==> src/rtl/stc_pkg.sv <==
`default_nettype none

package stc_pkg;

    localparam int ADC_W           = 16;
    localparam int SAMPLE_BITS_DEF = 16;
    localparam int MV_SCALE        = 3300;
    localparam int MV_W            = 12;
    localparam int W_W             = ADC_W + MV_W;
    localparam int LO_W            = 24;
    localparam int TEMP_W          = 19;
    localparam int CFG_IDX_W       = 2;
    localparam int CFG_DATA_W      = 19;
    localparam int STATUS_W        = 2;
    localparam int PIPE_DEPTH      = 12;

    localparam int COEF_A_W = 38;
    localparam int T1_W     = 44;
    localparam int T2_W     = 42;
    localparam int T3_W     = 54;
    localparam int T_W      = T3_W - 31;

    localparam int SH_A = 40;
    localparam int SH_B = 48;
    localparam int SH_C = 32;

    localparam logic signed [COEF_A_W-1:0] COEF_A_Q56 = -38'sd76683691575;
    localparam logic signed [T1_W-1:0]     COEF_B_Q48 = -44'sd1621218460235;
    localparam logic signed [T2_W-1:0]     COEF_C_Q32 = -42'sd768748894867;
    localparam logic signed [T3_W-1:0]     COEF_D_Q32 = 54'sd879854115356672;

    localparam int COLD_MDEG = -55000;
    localparam int HOT_MDEG  = 150000;

    localparam logic [ADC_W-1:0]         COLD_END_RST = 16'd27310;
    localparam logic [ADC_W-1:0]         HOT_END_RST  = 16'd6013;
    localparam logic signed [TEMP_W-1:0] TEMP_MAX_RST = 19'sd150000;
    localparam logic signed [TEMP_W-1:0] TEMP_MIN_RST = -19'sd55000;

    typedef enum logic [STATUS_W-1:0] {
        ST_IN_RANGE = 2'd0,
        ST_COLD_END = 2'd1,
        ST_HOT_END  = 2'd2,
        ST_CLAMPED  = 2'd3
    } status_t;

    typedef enum logic [CFG_IDX_W-1:0] {
        CFG_COLD_END = 2'd0,
        CFG_HOT_END  = 2'd1,
        CFG_TEMP_MAX = 2'd2,
        CFG_TEMP_MIN = 2'd3
    } cfg_index_t;

    typedef struct packed {
        logic adv;
        logic skid_load;
        logic skid_sel;
    } ctl_t;

endpackage

`default_nettype wire

==> src/rtl/stc_ctrl.sv <==
`default_nettype none

module stc_ctrl (
    input  wire logic         clk,
    input  wire logic         rst_n,
    input  wire logic         in_valid,
    output logic              in_ready,
    output logic              out_valid,
    input  wire logic         out_ready,
    output stc_pkg::ctl_t     ctl
);

    localparam int D = stc_pkg::PIPE_DEPTH;

    logic [D-1:0] v_reg;
    logic [D-1:0] v_next;
    logic         skid_v_reg;
    logic         skid_v_next;
    logic         adv;

    assign adv       = !skid_v_reg;
    assign in_ready  = adv;
    assign out_valid = skid_v_reg | v_reg[D-1];

    assign ctl.adv       = adv;
    assign ctl.skid_load = adv & v_reg[D-1] & !out_ready;
    assign ctl.skid_sel  = skid_v_reg;

    always_comb
    begin
        v_next = v_reg;
        if (adv)
        begin
            v_next = {v_reg[D-2:0], in_valid};
        end
        if (skid_v_reg)
        begin
            skid_v_next = !out_ready;
        end
        else
        begin
            skid_v_next = v_reg[D-1] & !out_ready;
        end
    end

    always_ff @(posedge clk or negedge rst_n)
    begin
        if (!rst_n)
        begin
            v_reg      <= '0;
            skid_v_reg <= 1'b0;
        end
        else
        begin
            v_reg      <= v_next;
            skid_v_reg <= skid_v_next;
        end
    end

`ifndef SYNTH
    a_skid_fill: assert property (@(posedge clk) disable iff (!rst_n)
        $rose(skid_v_reg) |-> $past(v_reg[D-1] && !out_ready))
        else $error("skid filled without a stalled word");

    a_hold_pipe: assert property (@(posedge clk) disable iff (!rst_n)
        skid_v_reg |=> $stable(v_reg))
        else $error("pipeline moved while skid full");

    a_skid_keep: assert property (@(posedge clk) disable iff (!rst_n)
        (skid_v_reg && !out_ready) |=> skid_v_reg)
        else $error("skid word dropped");
`endif

endmodule

`default_nettype wire

==> config.mk <==
export PLATFORM = sky130hd
export DESIGN_NAME = stc_ctrl
export DESIGN_NICKNAME = d
export VERILOG_FILES = /design/src/rtl/stc_pkg.sv /design/src/rtl/stc_ctrl.sv
export SDC_FILE = /design/constraint.sdc
export NUM_CORES = 1
export LEC_CHECK = 0
export ABC_AREA = 1
export BUFFER_PORTS_ARGS = -buffer_cell sky130_fd_sc_hd__buf_2
export CAP_MARGIN = 40
export CORE_AREA = 5 5 42 44
export DETAILED_ROUTE_END_ITERATION = 10
export DIE_AREA = 0 0 47 49
export GPL_ROUTABILITY_DRIVEN = 0
export HOLD_SLACK_MARGIN = 0.06
export SYNTH_ARGS = -nofsm -noshare
export SYNTH_HDL_FRONTEND = slang
export SYNTH_SLANG_ARGS = --single-unit
==> constraint.sdc <==
create_clock -name clk -period 2.43 [get_ports clk]
set_input_delay 0.486 -clock clk [delete_from_list [all_inputs] [get_ports clk]]
set_output_delay 0.486 -clock clk [all_outputs]
set_load 0.01 [all_outputs]
==> key figures <==
Cells and area
  • Max reg flops: 12
  • Layout area overhead: 10.2%
  • Finished Layout Cells: just over 80
  • Share of cells above drive strength 1: 0.179
  • FILL cells: ~150
  • Nets: 72
  • Non-Filler Cell Area, Final: between 500 and 600 µm²
  • Ant. Diodes: 0

Placed design
  • Dpl hpwl: ~530 µm
  • DP Area: 543 µm²
  • IO buf count: 8
  • Cell Count Post-Placement: between 70 and 80

Worst setup path
  • R2R setup slack: between 1 and 1.5 ns
  • Crit path max-delay cell type: dfrtp_1
  • Worst Setup Start Kind: flop
  • Reg-to-Reg Start: skid_v_reg
  • CP endpoint kind: output pin
  • CP max stage delay: 0.55 ns
  • Critical path data required time: ~1.9 ns
  • Worst R2R End: v_reg[8]
  • Worst Setup SP: skid_v_reg
  • Top Family by Delay on Critical Path: flip-flops
  • Worst-path cell chain: inv_2 -> nand2_1 -> nor2_1 -> buf_2
  • R2R depth: 3
  • Critical Path Stages: 4
  • Worst Setup Path Type: reg2out
  • Arr. time, crit path: around 1.4 ns
  • Bufs and invs on worst path: 2
  • CP Max Fanout: 15

Detailed routing
  • Initial DRC Count: 16
  • Final wirelength: 765 µm
  • Pre-antenna DRT Iters: 5
  • # DRC: 0
  • Post-detailed-route via-to-cell ratio: roughly 4.2
  • Vias: 348
  • Antenna Violating Nets Remaining: 0
  • Drt wl/cell: around 9.2 µm

Global routing
  • GRT Total Usage: 0.0780
  • Initial antenna violation count: 0
  • First-pass GRT wire length: around 1300 µm
  • Vias in the first global route: 300
  • GRT overflow: 0
  • Largest net degree at the start of global routing: 16

Yosys
  • Post-synth top area share: 0.630
  • Netlist cell types: 7
  • Yosys reg bits: 13
  • Post-Syn Instances: 59
  • Synthesis Warnings: 0
  • Synth top area cells: dfrtp_1 63%, nand2_1 27%, buf_4 4.4%
  • Commonest cells post-synth: 37 x nand2_1, 13 x dfrtp_1, 3 x buf_4, 3 x nor2_1
  • Most frequent cell after synthesis: nand2_1
  • Post-synth top flop: dfrtp_1
  • Area leader, netlist: dfrtp_1
  • Mean Syn Cell Area: around 8.8 µm²
  • Post-Syn Area: just over 500 µm²
  • Asr flop ratio synth: 1.00
  • Post-Syn Nets: 63
  • Post-synth EDFFs: 0
  • Register area share after synthesis: 0.630

Floorplanning
  • Core Area: 1400 µm²
  • Standard-cell row count: 14
  • Die W: ~47 µm
  • Die area: ~2300 µm²
  • Initial Util: 0.369
  • I/O pins: 9
  • Die Y: approximately 49 µm

Timing
  • Unrepaired setup endpoints after global routing: no
  • Hold Vio Cnt, Final: 0
  • Slew @ Worst Pin: roughly 0.45 ns
  • Fin crit share: 0.764
  • Rel. slew slack: 0.700
  • Final setup violation count: 0
  • Fin crit period: 1.86 ns
  • Setup TNS: 0 ns
  • Skew final: ~0.0049 ns
  • Max Slew Vio Count: 0
  • Max Freq: 0.539 GHz

Run status
  • Status: finished, final reports clean

Clock network
  • Root Driver: clkbuf_4
  • Htree depth: 1
  • Post-CTS sizing: 0
  • Largest buffer count on any clock path: 2
  • # Post-CTS Setup Buffers: 0
  • Clock-pin transition on the worst setup and hold timing paths: 0.07 ns
  • CTS tree: built
  • Worst-Skew Late Latency: 0.27 ns
  • Cts hold-fix bufs: 0
  • CTS sink count: 13
  • TritonCTS Buffers: 3

Run
  • Max cap viols: 0

Power and ir drop
  • PD cells: ~1200 nW/µm²
  • Leak pwr: 0.328 nW
  • Peak supply drop: roughly 0.50 mV

Hold path
  • Worst hold path class: in2async
==> cell type report <==
type	instances	area [µm²]	share of cell area
Clock buffer	4	26.3	0.0462
Sequential cell	13	325	0.571
Timing Repair Buffer	8	40.0	0.0703
Multi-Input combinational cell	40	150	0.264
Inverter	2	7.51	0.0132
Tap cell	16	20.0	0.0352
==> worst max path at each step <==
stage	slack, ns	to
after global routing	0.42	ctl[1]
after global placement	0.89	ctl[1]
after CTS	0.56	ctl[1]
after floorplan	1.19	ctl[2]
after detailed placement	0.87	ctl[1]
final	0.57	ctl[1]
==> cell families (layout without fill, tap and decap cells) <==
group | after synthesis | in the layout | share of synthesized area
flip-flops | 13 | 13 | 0.630
AND/OR/NAND/NOR | 40 | 40 | 0.291
buffers and inverters | 6 | 14 | 0.0799
==> power breakdown <==
group,total (mW),internal [mW],leakage (nW),switching (mW)
Clock,0.127,0.0635,0.0150,0.0632
Combinational,0.183,0.0720,0.149,0.111
Sequential,0.378,0.311,0.164,0.0670
Total,0.687,0.447,0.328,0.241
==> cells in the final DEF, fill, tap and decap left out <==
| cell type | netlist | final |
|---|---|---|
| clkbuf_4 | 0 | 3 |
| nand2_1 | 37 | 37 |
| clkbuf_1 | 0 | 1 |
| dfrtp_1 | 13 | 13 |
| buf_2 | 0 | 8 |
| inv_1 | 1 | 1 |
| nor2_1 | 3 | 3 |
| inv_2 | 1 | 1 |
==> routing by layer <==
layer,part of all wire,vias to the layer above,global-route usage,routed length (µm)
li1,-,187,-,-
met1,0.55,148,0.129,422
met2,0.34,13,0.0769,262
met3,0.10,0,0.0701,79
met4,0,0,0,0
met5,0,-,0,0
==> stage by stage <==
stage | util | setup slack [ns] | hold slack, ns | total power, mW
after detailed placement | 0.388 | 0.867 | 0.381 | 0.569
after CTS | 0.406 | 0.562 | 0.0809 | 0.702
after global placement | 0.388 | 0.895 | 0.382 | 0.569
final | 0.406 | 0.574 | 0.0802 | 0.687
after floorplan | - | 1.19 | 0.190 | 0.535
after global routing | 0.406 | 0.415 | 0.0905 | 0.757
(Power assumes the default switching activity.)
