## config.mk

```make
export PLATFORM = sky130hd
export DESIGN_NAME = stc_finish
export DESIGN_NICKNAME = d
export VERILOG_FILES = /design/src/rtl/stc_pkg.sv /design/src/rtl/stc_finish.sv
export SDC_FILE = /design/constraint.sdc
export NUM_CORES = 1
export LEC_CHECK = 0
export BUFFER_PORTS_ARGS = -buffer_cell sky130_fd_sc_hd__buf_4
export CORE_MARGIN = 5
export CORE_UTILIZATION = 39
export CTS_CLUSTER_SIZE = 20
export DETAILED_ROUTE_END_ITERATION = 12
export PLACE_DENSITY = 0.65
export SYNTH_ARGS = -nofsm -noshare
export SYNTH_HDL_FRONTEND = slang
export SYNTH_SLANG_ARGS = --single-unit
export TNS_END_PERCENT = 20
```

## constraint.sdc

```tcl
create_clock -name clk -period 3.1 [get_ports clk]
set_clock_uncertainty 0.05 [all_clocks]
set_input_delay 0.155 -clock clk [delete_from_list [all_inputs] [get_ports clk]]
set_output_delay 0.155 -clock clk [all_outputs]
set_load 0.02 [all_outputs]
```

## src/rtl/stc_pkg.sv

```systemverilog
`default_nettype none

package stc_pkg;

    localparam int ADC_W           = 16;
    localparam int SAMPLE_BITS_DEF = 16;
    localparam int MV_SCALE        = 3300;
    localparam int MV_W            = 12;
    localparam int W_W             = ADC_W + MV_W;
    localparam int LO_W            = 24;
    localparam int TEMP_W          = 19;
    localparam int CFG_IDX_W       = 2;
    localparam int CFG_DATA_W      = 19;
    localparam int STATUS_W        = 2;
    localparam int PIPE_DEPTH      = 12;

    localparam int COEF_A_W = 38;
    localparam int T1_W     = 44;
    localparam int T2_W     = 42;
    localparam int T3_W     = 54;
    localparam int T_W      = T3_W - 31;

    localparam int SH_A = 40;
    localparam int SH_B = 48;
    localparam int SH_C = 32;

    localparam logic signed [COEF_A_W-1:0] COEF_A_Q56 = -38'sd76683691575;
    localparam logic signed [T1_W-1:0]     COEF_B_Q48 = -44'sd1621218460235;
    localparam logic signed [T2_W-1:0]     COEF_C_Q32 = -42'sd768748894867;
    localparam logic signed [T3_W-1:0]     COEF_D_Q32 = 54'sd879854115356672;

    localparam int COLD_MDEG = -55000;
    localparam int HOT_MDEG  = 150000;

    localparam logic [ADC_W-1:0]         COLD_END_RST = 16'd27310;
    localparam logic [ADC_W-1:0]         HOT_END_RST  = 16'd6013;
    localparam logic signed [TEMP_W-1:0] TEMP_MAX_RST = 19'sd150000;
    localparam logic signed [TEMP_W-1:0] TEMP_MIN_RST = -19'sd55000;

    typedef enum logic [STATUS_W-1:0] {
        ST_IN_RANGE = 2'd0,
        ST_COLD_END = 2'd1,
        ST_HOT_END  = 2'd2,
        ST_CLAMPED  = 2'd3
    } status_t;

    typedef enum logic [CFG_IDX_W-1:0] {
        CFG_COLD_END = 2'd0,
        CFG_HOT_END  = 2'd1,
        CFG_TEMP_MAX = 2'd2,
        CFG_TEMP_MIN = 2'd3
    } cfg_index_t;

    typedef struct packed {
        logic adv;
        logic skid_load;
        logic skid_sel;
    } ctl_t;

endpackage

`default_nettype wire

```

## src/rtl/stc_finish.sv

```systemverilog
`default_nettype none

module stc_finish (
    input  wire logic                                 clk,
    input  wire stc_pkg::ctl_t                        ctl,
    input  wire logic signed [stc_pkg::T3_W-1:0]      t3,
    input  wire stc_pkg::status_t                     status,
    input  wire logic signed [stc_pkg::TEMP_W-1:0]    temp_max,
    input  wire logic signed [stc_pkg::TEMP_W-1:0]    temp_min,
    output logic signed [stc_pkg::TEMP_W-1:0]         temperature_mdeg,
    output logic [stc_pkg::STATUS_W-1:0]              range_status
);

    localparam int T3_W   = stc_pkg::T3_W;
    localparam int T_W    = stc_pkg::T_W;
    localparam int TEMP_W = stc_pkg::TEMP_W;
    localparam logic signed [T3_W:0] HALF_LSB = (T3_W + 1)'(1) << 31;

    logic signed [T3_W:0]       biased;
    logic signed [T_W-1:0]      t_round;
    logic signed [T_W-1:0]      t_next;
    logic signed [T_W-1:0]      t_reg;
    stc_pkg::status_t           st_reg;
    logic signed [T_W-1:0]      max_x;
    logic signed [T_W-1:0]      min_x;
    logic signed [TEMP_W-1:0]   out_t_next;
    stc_pkg::status_t           out_st_next;
    logic signed [TEMP_W-1:0]   out_t_reg;
    stc_pkg::status_t           out_st_reg;
    logic signed [TEMP_W-1:0]   skid_t_reg;
    stc_pkg::status_t           skid_st_reg;

    assign biased  = $signed({t3[T3_W-1], t3}) + HALF_LSB;
    assign t_round = T_W'(biased >>> 32);

    always_comb
    begin
        case (status)
            stc_pkg::ST_COLD_END: t_next = T_W'(stc_pkg::COLD_MDEG);
            stc_pkg::ST_HOT_END:  t_next = T_W'(stc_pkg::HOT_MDEG);
            default:              t_next = t_round;
        endcase
    end

    assign max_x = T_W'(temp_max);
    assign min_x = T_W'(temp_min);

    always_comb
    begin
        if (t_reg > max_x)
        begin
            out_t_next  = temp_max;
            out_st_next = stc_pkg::ST_CLAMPED;
        end
        else if (t_reg < min_x)
        begin
            out_t_next  = temp_min;
            out_st_next = stc_pkg::ST_CLAMPED;
        end
        else
        begin
            out_t_next  = TEMP_W'(t_reg);
            out_st_next = st_reg;
        end
    end

    always_ff @(posedge clk)
    begin
        if (ctl.adv)
        begin
            t_reg      <= t_next;
            st_reg     <= status;
            out_t_reg  <= out_t_next;
            out_st_reg <= out_st_next;
        end
        if (ctl.skid_load)
        begin
            skid_t_reg  <= out_t_reg;
            skid_st_reg <= out_st_reg;
        end
    end

    assign temperature_mdeg = ctl.skid_sel ? skid_t_reg : out_t_reg;
    assign range_status     = ctl.skid_sel ? skid_st_reg : out_st_reg;

endmodule

`default_nettype wire

```

==> out/qor.txt <==
Setup violators final: 0
Number of flip-flops under the largest register name: 23
Ant diodes: 0
Detail Placement HPWL: 7570 microns
Total via count in the routed design: 3,065
Leakage Power: 2.46 nW
Worst hold path stage count: 3
Max FO, Critical Path: 12
Setup TNS: 0 ps
Distinct cells, synth: 41
Number of sinks driven by the clock tree: 67
Horizontal die dimension: 116 microns
Number of port buffers: 87
Pin count of the biggest net entering global routing: 47
Initial drt markers: 81
Layout cell share with drive strength beyond 1: 0.283
Req. time, crit path: 3120 ps
Wire length reported by the detailed router: 9160 microns
Core Rows: 38
DR DRC count: 0
Endpoint arrival time on the critical path: 2860 ps
Cell chosen for the clock root: clkbuf_16
Reg-to-reg critical path startpoint: t_reg[9]
Synthesis Warnings: 0
Clock transition at the registers of the reported paths: 50 ps
Placeable Area: 10,900 sq um
Count of flip-flops with a built-in enable after synthesis: 67
Via/cell ratio: 4.94
Final count of hold timing violations: 0
Worst max-slew margin expressed relative to the limit: 0.580
Transition time of the tightest slew-check pin: 630 ps
Sequential share of the synthesized area: 0.459
Starting density of the core: 0.401
TritonCTS clock tree: yes
Final weighted congestion in routability-driven placement: 0.813
Final Net Count: 622
Result of the run: completed
Area growth from synthesis to final layout: 25.5%
Clock tree buffer depth: 2
Worst Setup End Kind: register
Worst skew pair latency: 330 ps
Element type at the critical path start: register
Top cell type by total area after synthesis: edfxtp_1
Min-delay worst type: in -> reg
Syn_nets: 525
CTS H-tree lvls: 3
Total routing resource utilization after global routing: 0.145
Number of buffers created by CTS: 9
Post-CTS Repair Setup Buffers: 0
Reg2Reg Setup Slack: 260 ps
Post-synth design cell area: 4380 sq um
Number of iterations in the first detailed-routing pass: 4
Ranking of synthesized cells by area: edfxtp_1, ha_1, mux2i_1
Total Power Consumption: 0.00281 W
Primary FF master, synth: edfxtp_1
Worst Hold Endpoint: t_reg[11]
Total grt overflow: 0
Max Cap Violations: 0
Async SR Flop Fraction: 0
Gate count of the mapped netlist: 379
Vias in the first global route: 3,185
Area of the die: 13,500 sq um
Total count of max-transition violations in the final report: 0
Register-to-Register Path Depth: 8
Clock period minus worst slack: 2840 ps
Antenna violations before repair: 0
Filler cells: 1,009
RSZ-0062 raised after global routing: no
Worst reg2reg path endpoint: out_st_reg[1]
Fin crit share: 0.916
Average detailed-routed wire length per instance: 14.8 microns
Number of top-level design ports: 119
Area fraction of the dominant cell type after synthesis: 0.459
Fmax: 352 MHz
Total power divided by cell area: 510 nW/um^2
Most used cells in the layout excluding fill and tap cells: buf_4, edfxtp_1, ha_1, inv_1, mux2i_1
Worst ir drop on vdd: 0.000238 V
First-pass GRT wire length: 15,200 microns
Startpoint-to-endpoint class of the critical path: reg -> reg
Detail Route Antenna Nets: 0
Leading cell type in the layout, fill and taps excluded: buf_4
Vertical die dimension: 116 microns
Startpoint of the worst hold path: t3[43]
Synth Register Bits: 67
Per-instance average area after synthesis: 11.6 sq um
synth_stat cells, types with 4 or more instances:
| master | number |
|---|---|
| edfxtp_1 | 67 |
| o21ai_0 | 5 |
| nand4_1 | 9 |
| a21oi_1 | 26 |
| clkbuf_1 | 5 |
| xor2_1 | 6 |
| nor2_1 | 11 |
| and2_1 | 6 |
| nand2_1 | 15 |
| a21o_1 | 4 |
| mux2i_1 | 36 |
| xnor2_1 | 13 |
| mux2_2 | 22 |
| nand3_1 | 16 |
| ha_1 | 48 |
| inv_1 | 47 |
| o21ai_1 | 4 |
cell families (layout without fill, tap and decap cells):
group / count (synthesis) / count (layout) / share of synthesized area
buffers and inverters: 56 / 158 / 0.0522
multiplexers: 59 / 59 / 0.141
flip-flops: 67 / 67 / 0.459
AND/OR/NAND/NOR: 77 / 77 / 0.0933
XOR/XNOR: 19 / 19 / 0.0380
AO/OA/AOI/OAI: 53 / 53 / 0.0793
adder cells (fa/ha/maj): 48 / 48 / 0.137
report_power, final:
group	switching (W)	total (W)	internal (W)	leakage, nW
clock	0.000388	0.000932	0.000544	0.126
combinational	0.000347	0.000688	0.000341	1.68
sequential	0.0000557	0.00119	0.00113	0.652
total	0.000791	0.00281	0.00202	2.46
timing repair:
item / CTS / global route
gates resized for setup: 0 / 0
endpoints found under the hold margin: 2 / 0
endpoints found under the setup margin: 0 / 0
hold buffers: 2 / 0
how the worst max path moves through the flow:
stage | from | end | slack [ps] | depth (start not counted)
6_report | t_reg[9] | out_st_reg[1] | 260 | 8
5_1_grt | t_reg[22] | out_t_reg[10] | 40 | 9
4_1_cts | t_reg[21] | out_st_reg[1] | 210 | 8
3_5_place_dp | t_reg[21] | out_st_reg[1] | 230 | 8
3_3_place_gp | t_reg[9] | out_t_reg[5] | 260 | 9
2_1_floorplan | t_reg[22] | out_t_reg[0] | 570 | 9
worst max-delay path, stage by stage (launching register included):
cell and delay [ps]:
edfxtp_1 450, ha_1 330, nand4_1 160, a2111oi_1 430, buf_4 180, o41ai_2 70, a21oi_2 250, buf_4 280
or3b_1 380
routing by layer:
layer	part of all wire	vias up	track usage
li1	-	1586	-
met1	0.47	1405	0.195
met2	0.47	66	0.241
met3	0.053	8	0.0178
met4	0.011	0	0.0510
met5	0	-	0
metrics by stage:
stage	std cells	instance area (sq um)	hold WS (ps)	worst slack (ps)	util
after detailed placement	603	5200	308	228	0.476
final	621	5500	103	259	0.503
after global placement	603	5200	309	263	0.476
after global routing	621	5500	115	43.7	0.503
after CTS	621	5500	93.7	214	0.503
after floorplan	379	4380	204	569	-
layout make-up:
type,instances,area [sq um],area share
clock buffers,9,225,0.0409
multi-input cells,256,2140,0.389
repair buffers,95,718,0.131
clock inverters,7,52.6,0.00955
inverters,47,176,0.0321
flip-flops and latches,67,2010,0.366
well taps,140,175,0.0318
Note: power is estimated with default switching activity, not from simulation.
