==> src/rtl/stc_pkg.sv <==
`default_nettype none

package stc_pkg;

    localparam int ADC_W           = 16;
    localparam int SAMPLE_BITS_DEF = 16;
    localparam int MV_SCALE        = 3300;
    localparam int MV_W            = 12;
    localparam int W_W             = ADC_W + MV_W;
    localparam int LO_W            = 24;
    localparam int TEMP_W          = 19;
    localparam int CFG_IDX_W       = 2;
    localparam int CFG_DATA_W      = 19;
    localparam int STATUS_W        = 2;
    localparam int PIPE_DEPTH      = 12;

    localparam int COEF_A_W = 38;
    localparam int T1_W     = 44;
    localparam int T2_W     = 42;
    localparam int T3_W     = 54;
    localparam int T_W      = T3_W - 31;

    localparam int SH_A = 40;
    localparam int SH_B = 48;
    localparam int SH_C = 32;

    localparam logic signed [COEF_A_W-1:0] COEF_A_Q56 = -38'sd76683691575;
    localparam logic signed [T1_W-1:0]     COEF_B_Q48 = -44'sd1621218460235;
    localparam logic signed [T2_W-1:0]     COEF_C_Q32 = -42'sd768748894867;
    localparam logic signed [T3_W-1:0]     COEF_D_Q32 = 54'sd879854115356672;

    localparam int COLD_MDEG = -55000;
    localparam int HOT_MDEG  = 150000;

    localparam logic [ADC_W-1:0]         COLD_END_RST = 16'd27310;
    localparam logic [ADC_W-1:0]         HOT_END_RST  = 16'd6013;
    localparam logic signed [TEMP_W-1:0] TEMP_MAX_RST = 19'sd150000;
    localparam logic signed [TEMP_W-1:0] TEMP_MIN_RST = -19'sd55000;

    typedef enum logic [STATUS_W-1:0] {
        ST_IN_RANGE = 2'd0,
        ST_COLD_END = 2'd1,
        ST_HOT_END  = 2'd2,
        ST_CLAMPED  = 2'd3
    } status_t;

    typedef enum logic [CFG_IDX_W-1:0] {
        CFG_COLD_END = 2'd0,
        CFG_HOT_END  = 2'd1,
        CFG_TEMP_MAX = 2'd2,
        CFG_TEMP_MIN = 2'd3
    } cfg_index_t;

    typedef struct packed {
        logic adv;
        logic skid_load;
        logic skid_sel;
    } ctl_t;

endpackage

`default_nettype wire

==> src/rtl/stc_mulrnd.sv <==
`default_nettype none

module stc_mulrnd #(
    parameter int                       IN_W   = 38,
    parameter int                       OUT_W  = 44,
    parameter int                       SHIFT  = 24,
    parameter int                       SIDE_W = 2,
    parameter logic signed [OUT_W-1:0]  ADDEND = '0
) (
    input  wire logic                          clk,
    input  wire logic                          adv,
    input  wire logic signed [IN_W-1:0]        mult,
    input  wire logic [stc_pkg::W_W-1:0]       w,
    input  wire logic [SIDE_W-1:0]             side,
    output logic signed [OUT_W-1:0]            result,
    output logic [SIDE_W-1:0]                  side_out
);

    localparam int LO_W  = stc_pkg::LO_W;
    localparam int HI_W  = IN_W - LO_W;
    localparam int W_W   = stc_pkg::W_W;
    localparam int PL_W  = LO_W + W_W;
    localparam int PH_W  = HI_W + W_W;
    localparam int SUM_W = IN_W + W_W + 1;
    localparam logic [SUM_W-1:0] RND = SUM_W'(1) << (SHIFT - 1);

    logic [IN_W-1:0]         mult_u;
    logic [IN_W-1:0]         mag;
    logic [PL_W-1:0]         pa_lo_reg;
    logic [PH_W-1:0]         pa_hi_reg;
    logic                    neg_a_reg;
    logic [SIDE_W-1:0]       side_a_reg;
    logic [SUM_W-1:0]        sum_b_next;
    logic [SUM_W-1:0]        sum_b_reg;
    logic                    neg_b_reg;
    logic [SIDE_W-1:0]       side_b_reg;
    logic [OUT_W-1:0]        shr;
    logic signed [OUT_W-1:0] result_next;
    logic signed [OUT_W-1:0] result_reg;
    logic [SIDE_W-1:0]       side_c_reg;

    assign mult_u = $unsigned(mult);
    assign mag    = mult[IN_W-1] ? (~mult_u + IN_W'(1)) : mult_u;

    assign sum_b_next = (SUM_W'(pa_hi_reg) << LO_W) + SUM_W'(pa_lo_reg) + RND;

    assign shr         = OUT_W'(sum_b_reg >> SHIFT);
    assign result_next = neg_b_reg ? (ADDEND - $signed(shr)) : (ADDEND + $signed(shr));

    always_ff @(posedge clk)
    begin
        if (adv)
        begin
            pa_lo_reg  <= PL_W'(mag[LO_W-1:0]) * PL_W'(w);
            pa_hi_reg  <= PH_W'(mag[IN_W-1:LO_W]) * PH_W'(w);
            neg_a_reg  <= mult[IN_W-1];
            side_a_reg <= side;
            sum_b_reg  <= sum_b_next;
            neg_b_reg  <= neg_a_reg;
            side_b_reg <= side_a_reg;
            result_reg <= result_next;
            side_c_reg <= side_b_reg;
        end
    end

    assign result   = result_reg;
    assign side_out = side_c_reg;

endmodule

`default_nettype wire

==> config.mk <==
export PLATFORM = sky130hd
export DESIGN_NAME = stc_mulrnd
export DESIGN_NICKNAME = d
export VERILOG_FILES = /design/src/rtl/stc_pkg.sv /design/src/rtl/stc_mulrnd.sv
export SDC_FILE = /design/constraint.sdc
export NUM_CORES = 2
export LEC_CHECK = 0
export BUFFER_PORTS_ARGS = -buffer_cell sky130_fd_sc_hd__buf_2
export CORE_ASPECT_RATIO = 1.75
export CORE_UTILIZATION = 67
export CTS_BUF_LIST = sky130_fd_sc_hd__clkbuf_8
export DETAILED_ROUTE_END_ITERATION = 6
export PLACE_DENSITY = 0.94
export SKIP_LAST_GASP = 1
export SLEW_MARGIN = 5
export SYNTH_ARGS = -nofsm -noshare
export SYNTH_HDL_FRONTEND = slang
export SYNTH_SLANG_ARGS = --single-unit
export TNS_END_PERCENT = 50
==> constraint.sdc <==
create_clock -name clk -period 12.4 [get_ports clk]
set_input_delay 2.48 -clock clk [delete_from_list [all_inputs] [get_ports clk]]
set_output_delay 2.48 -clock clk [all_outputs]
set_load 0.02 [all_outputs]
==> summary by stage <==
Layout
At the end of the flow, the number of nets in the layout was between 5,000 and 6,000. The fill cell instance count of the final layout is between 3,000 and 4,000. Cells with a size suffix above 1 make up 6.36% of the layout.

The register with the most flip-flops in the layout has 44 of them. The library cell used most frequently in the layout, excluding fill and tap cells, is sky130_fd_sc_hd__inv_1. Leaving out fill and tap cells, the most frequent cells in the layout are 935 x sky130_fd_sc_hd__inv_1, 879 x sky130_fd_sc_hd__fa_1, 767 x sky130_fd_sc_hd__nand2_1. The growth of design area from synthesis to finish is 5.50%.

Timing
The setup TNS is 0 ns. Setup repair after global routing left no endpoint under its margin. The max-slew violation count is 0. After layout, the minimum clock period comes to roughly 11 ns. Of the available clock period, the critical path in the final layout requires 91.8%. At the pin with the least slew margin, the transition time is ~1.4 ns. The final-report hold violation count is 0.

The timing-limited maximum frequency is a little under 0.09 GHz. Across the routed clock network, the largest skew measured is 0.0233 ns. The relative slew slack is around 5.0%. The final-report setup violation count is 0.

Status
The flow ran to the end, but the final reports show violations. The checks that failed: design-rule violations.

Yosys
Sequential cells were found to cover between 10% and 20% of the synthesized design area. The proportion of register bits with asynchronous set or reset after synthesis is 0%. The number of enable-type register cells in the synthesized netlist is around 170. The synthesized area per cell is approximately 9.3 sq um. Counting every net in the synthesized netlist gives about 5,700. The number of library cell types mapped by synthesis is 67.

For this run, the number of Yosys warnings is 0. The number of instances in the synthesized netlist is between 4,000 and 5,000. The register bit count reported by yosys is about 170. In this run the cell area of the synthesized design comes to approximately 41,000 sq um. Among all flip-flop cells after synthesis, the most frequent one is sky130_fd_sc_hd__edfxtp_1.

Worst setup path
The kind of start point of the critical path is an input port. The worst reg-to-reg path cell count is 11. The largest fanout on the critical path is 13.

At the worst endpoint, the required time is around 13 ns. The slowest stage of the critical path is the sky130_fd_sc_hd__or4_1 cell. In this design, the stage delay of the slowest critical-path cell is roughly 0.64 ns. By instance count, the cell type seen most on the critical path is sky130_fd_sc_hd__fa_1. The sort of element at the end of the critical path is a register. The class of the most critical setup path is in -> reg.

At the worst endpoint, the arrival time is about 12 ns.

Route
The post-route DRC violation count is 10. The via density per instance is between 6 and 7. The aggregate routed wire length is 121,000 microns.

Dividing the detail-routed wire length by the instance count gives ~23 microns. Before antenna repair, the detailed router went through 7 iterations. The count of vias placed by the detailed router is roughly 33,000. The remaining number of nets flagged by the antenna check after routing is 0. For this block, the initial DRC count from the detailed router was 3,022.

Die
The floorplan die width is roughly 190 microns. The effective utilization at floorplan is between 60 and 70%. The region available for standard cell placement spans between 60,000 and 70,000 sq um. The floorplan step defined a die boundary enclosing 62,700 sq um. Row generation in the floorplan step produced 120 rows. 116 I/O pins were placed. The die is 330 microns tall.

Clocking
TritonCTS built the clock tree. The clock root buffer is sky130_fd_sc_hd__clkbuf_8. Clock-pin slew was measured on the worst setup and hold paths at ~0.11 ns.

The CTS buffer count is 17. The post-cts resize count is 0. The buffer count from post-CTS setup fixing is 0. The hold-fix buffer count after cts is 0. The clock latency on the worst-skew pair is 0.53 ns. The clock passes through at most 2 buffers.

The H-tree was split into 4 levels. The clock drives approximately 170 sinks.

Placement
The count of port buffers added during placement is ~120. Routability-driven placement finished with a final weighted congestion of ~1. The HPWL after detailed placement is between 90,000 and 100,000 microns.

Min path
Counting instances, the worst hold path has a depth of 0. The kind of path behind the tightest hold check is reg -> reg.

Global routing
The number of global-route vias before repair is 37,500. For this run the aggregate overflow at the end of global routing stands at 0. Entering global routing, the biggest net connects 90 pins. The initial antenna violation count came to 9.

The first global-routing pass estimated between 150,000 and 200,000 microns of wire. Global routing consumed, over all layers together, between 40% and 50% of the routing resources.

Run
The tool flagged a number of max-cap violations equal to 0.
==> cell usage after synthesis (all sizes together), types with 7 or more instances <==
cell type,number,area share (%)
o21bai,19,0.35
clkbuf,204,1.9
a21oi,106,1.3
or3,13,0.21
o41ai,16,0.38
nor2b,88,1.3
nand2,767,7.0
xor2,39,0.83
nand4,14,0.21
ha,310,9.4
o21ai,66,0.80
nor3,15,0.18
fa,879,43
o21a,10,0.18
or2,11,0.17
inv,935,8.5
edfxtp,166,12
nand3,37,0.45
and3,14,0.21
o31ai,26,0.47
a21o,62,1.1
or4,18,0.36
xnor2,145,3.1
o211ai,7,0.13
nor4,8,0.14
a211oi,11,0.20
nor2,57,0.52
nand2b,13,0.20
and2,303,4.6
==> per-stage QoR <==
step	worst slack (ns)	hold WS, ns	util [%]	instance area, sq um	instances
floorplan	1.85	0.400	-	41300	4416
global placement	1.06	0.406	70.5	43100	5193
detailed placement	0.698	0.412	70.5	43100	5193
CTS	1.17	0.433	71.3	43500	5225
global route	0.616	0.447	71.3	43500	5226
finish	1.02	0.431	71.3	43600	5231
==> final cells by class <==
| cell class | instances | area, sq um | share of cell area (%) |
|---|---|---|---|
| clock inverter | 15 | 253 | 0.580 |
| timing repair buffer | 189 | 1140 | 2.61 |
| tap | 793 | 992 | 2.28 |
| inverter | 935 | 3510 | 8.06 |
| sequential | 166 | 4980 | 11.4 |
| multi-input combinational | 3110 | 32400 | 74.5 |
| clock buffer | 17 | 234 | 0.537 |
| antenna | 6 | 15.0 | 0.0345 |
==> critical path: cells and delay by family <==
family | cells | cell delay (ns)
buf+inv | 4 | 0.29
fa+ha+maj | 8 | 3.86
xor+xnor | 1 | 0.48
compound gates | 4 | 1.88
simple gates | 9 | 2.78
==> worst paths after layout <==
check,from,endpoint,slack [ns]
max,mult[4],pa_lo_reg[47]$_DFFE_PP_,1.02
max reg2reg,pa_lo_reg[24]$_DFFE_PP_,sum_b_reg[57]$_DFFE_PP_,8.40
min reg2reg,neg_a_reg$_DFFE_PP_,neg_b_reg$_DFFE_PP_,0.43
min,neg_a_reg$_DFFE_PP_,neg_b_reg$_DFFE_PP_,0.43
==> cells by family after synthesis <==
kind of cell	synth area share, %
flip-flops	12.1
AND/OR/NAND/NOR	15.8
adder cells (fa/ha/maj)	52.0
buffers and inverters	10.4
multiplexers	0.0485
AO/OA/AOI/OAI	5.80
XOR/XNOR	3.90
==> layer usage <==
metal	up-vias	global-route usage (%)	wire length, microns
li1	13300	-	-
met4	8	35.7	12600
met2	2582	68.8	60000
met5	-	0	57
met1	16200	42.3	35400
met3	1012	9.28	13100
Power is not shown: default switching activity piles up to over one toggle a cycle in this logic, so the estimate is an artifact.
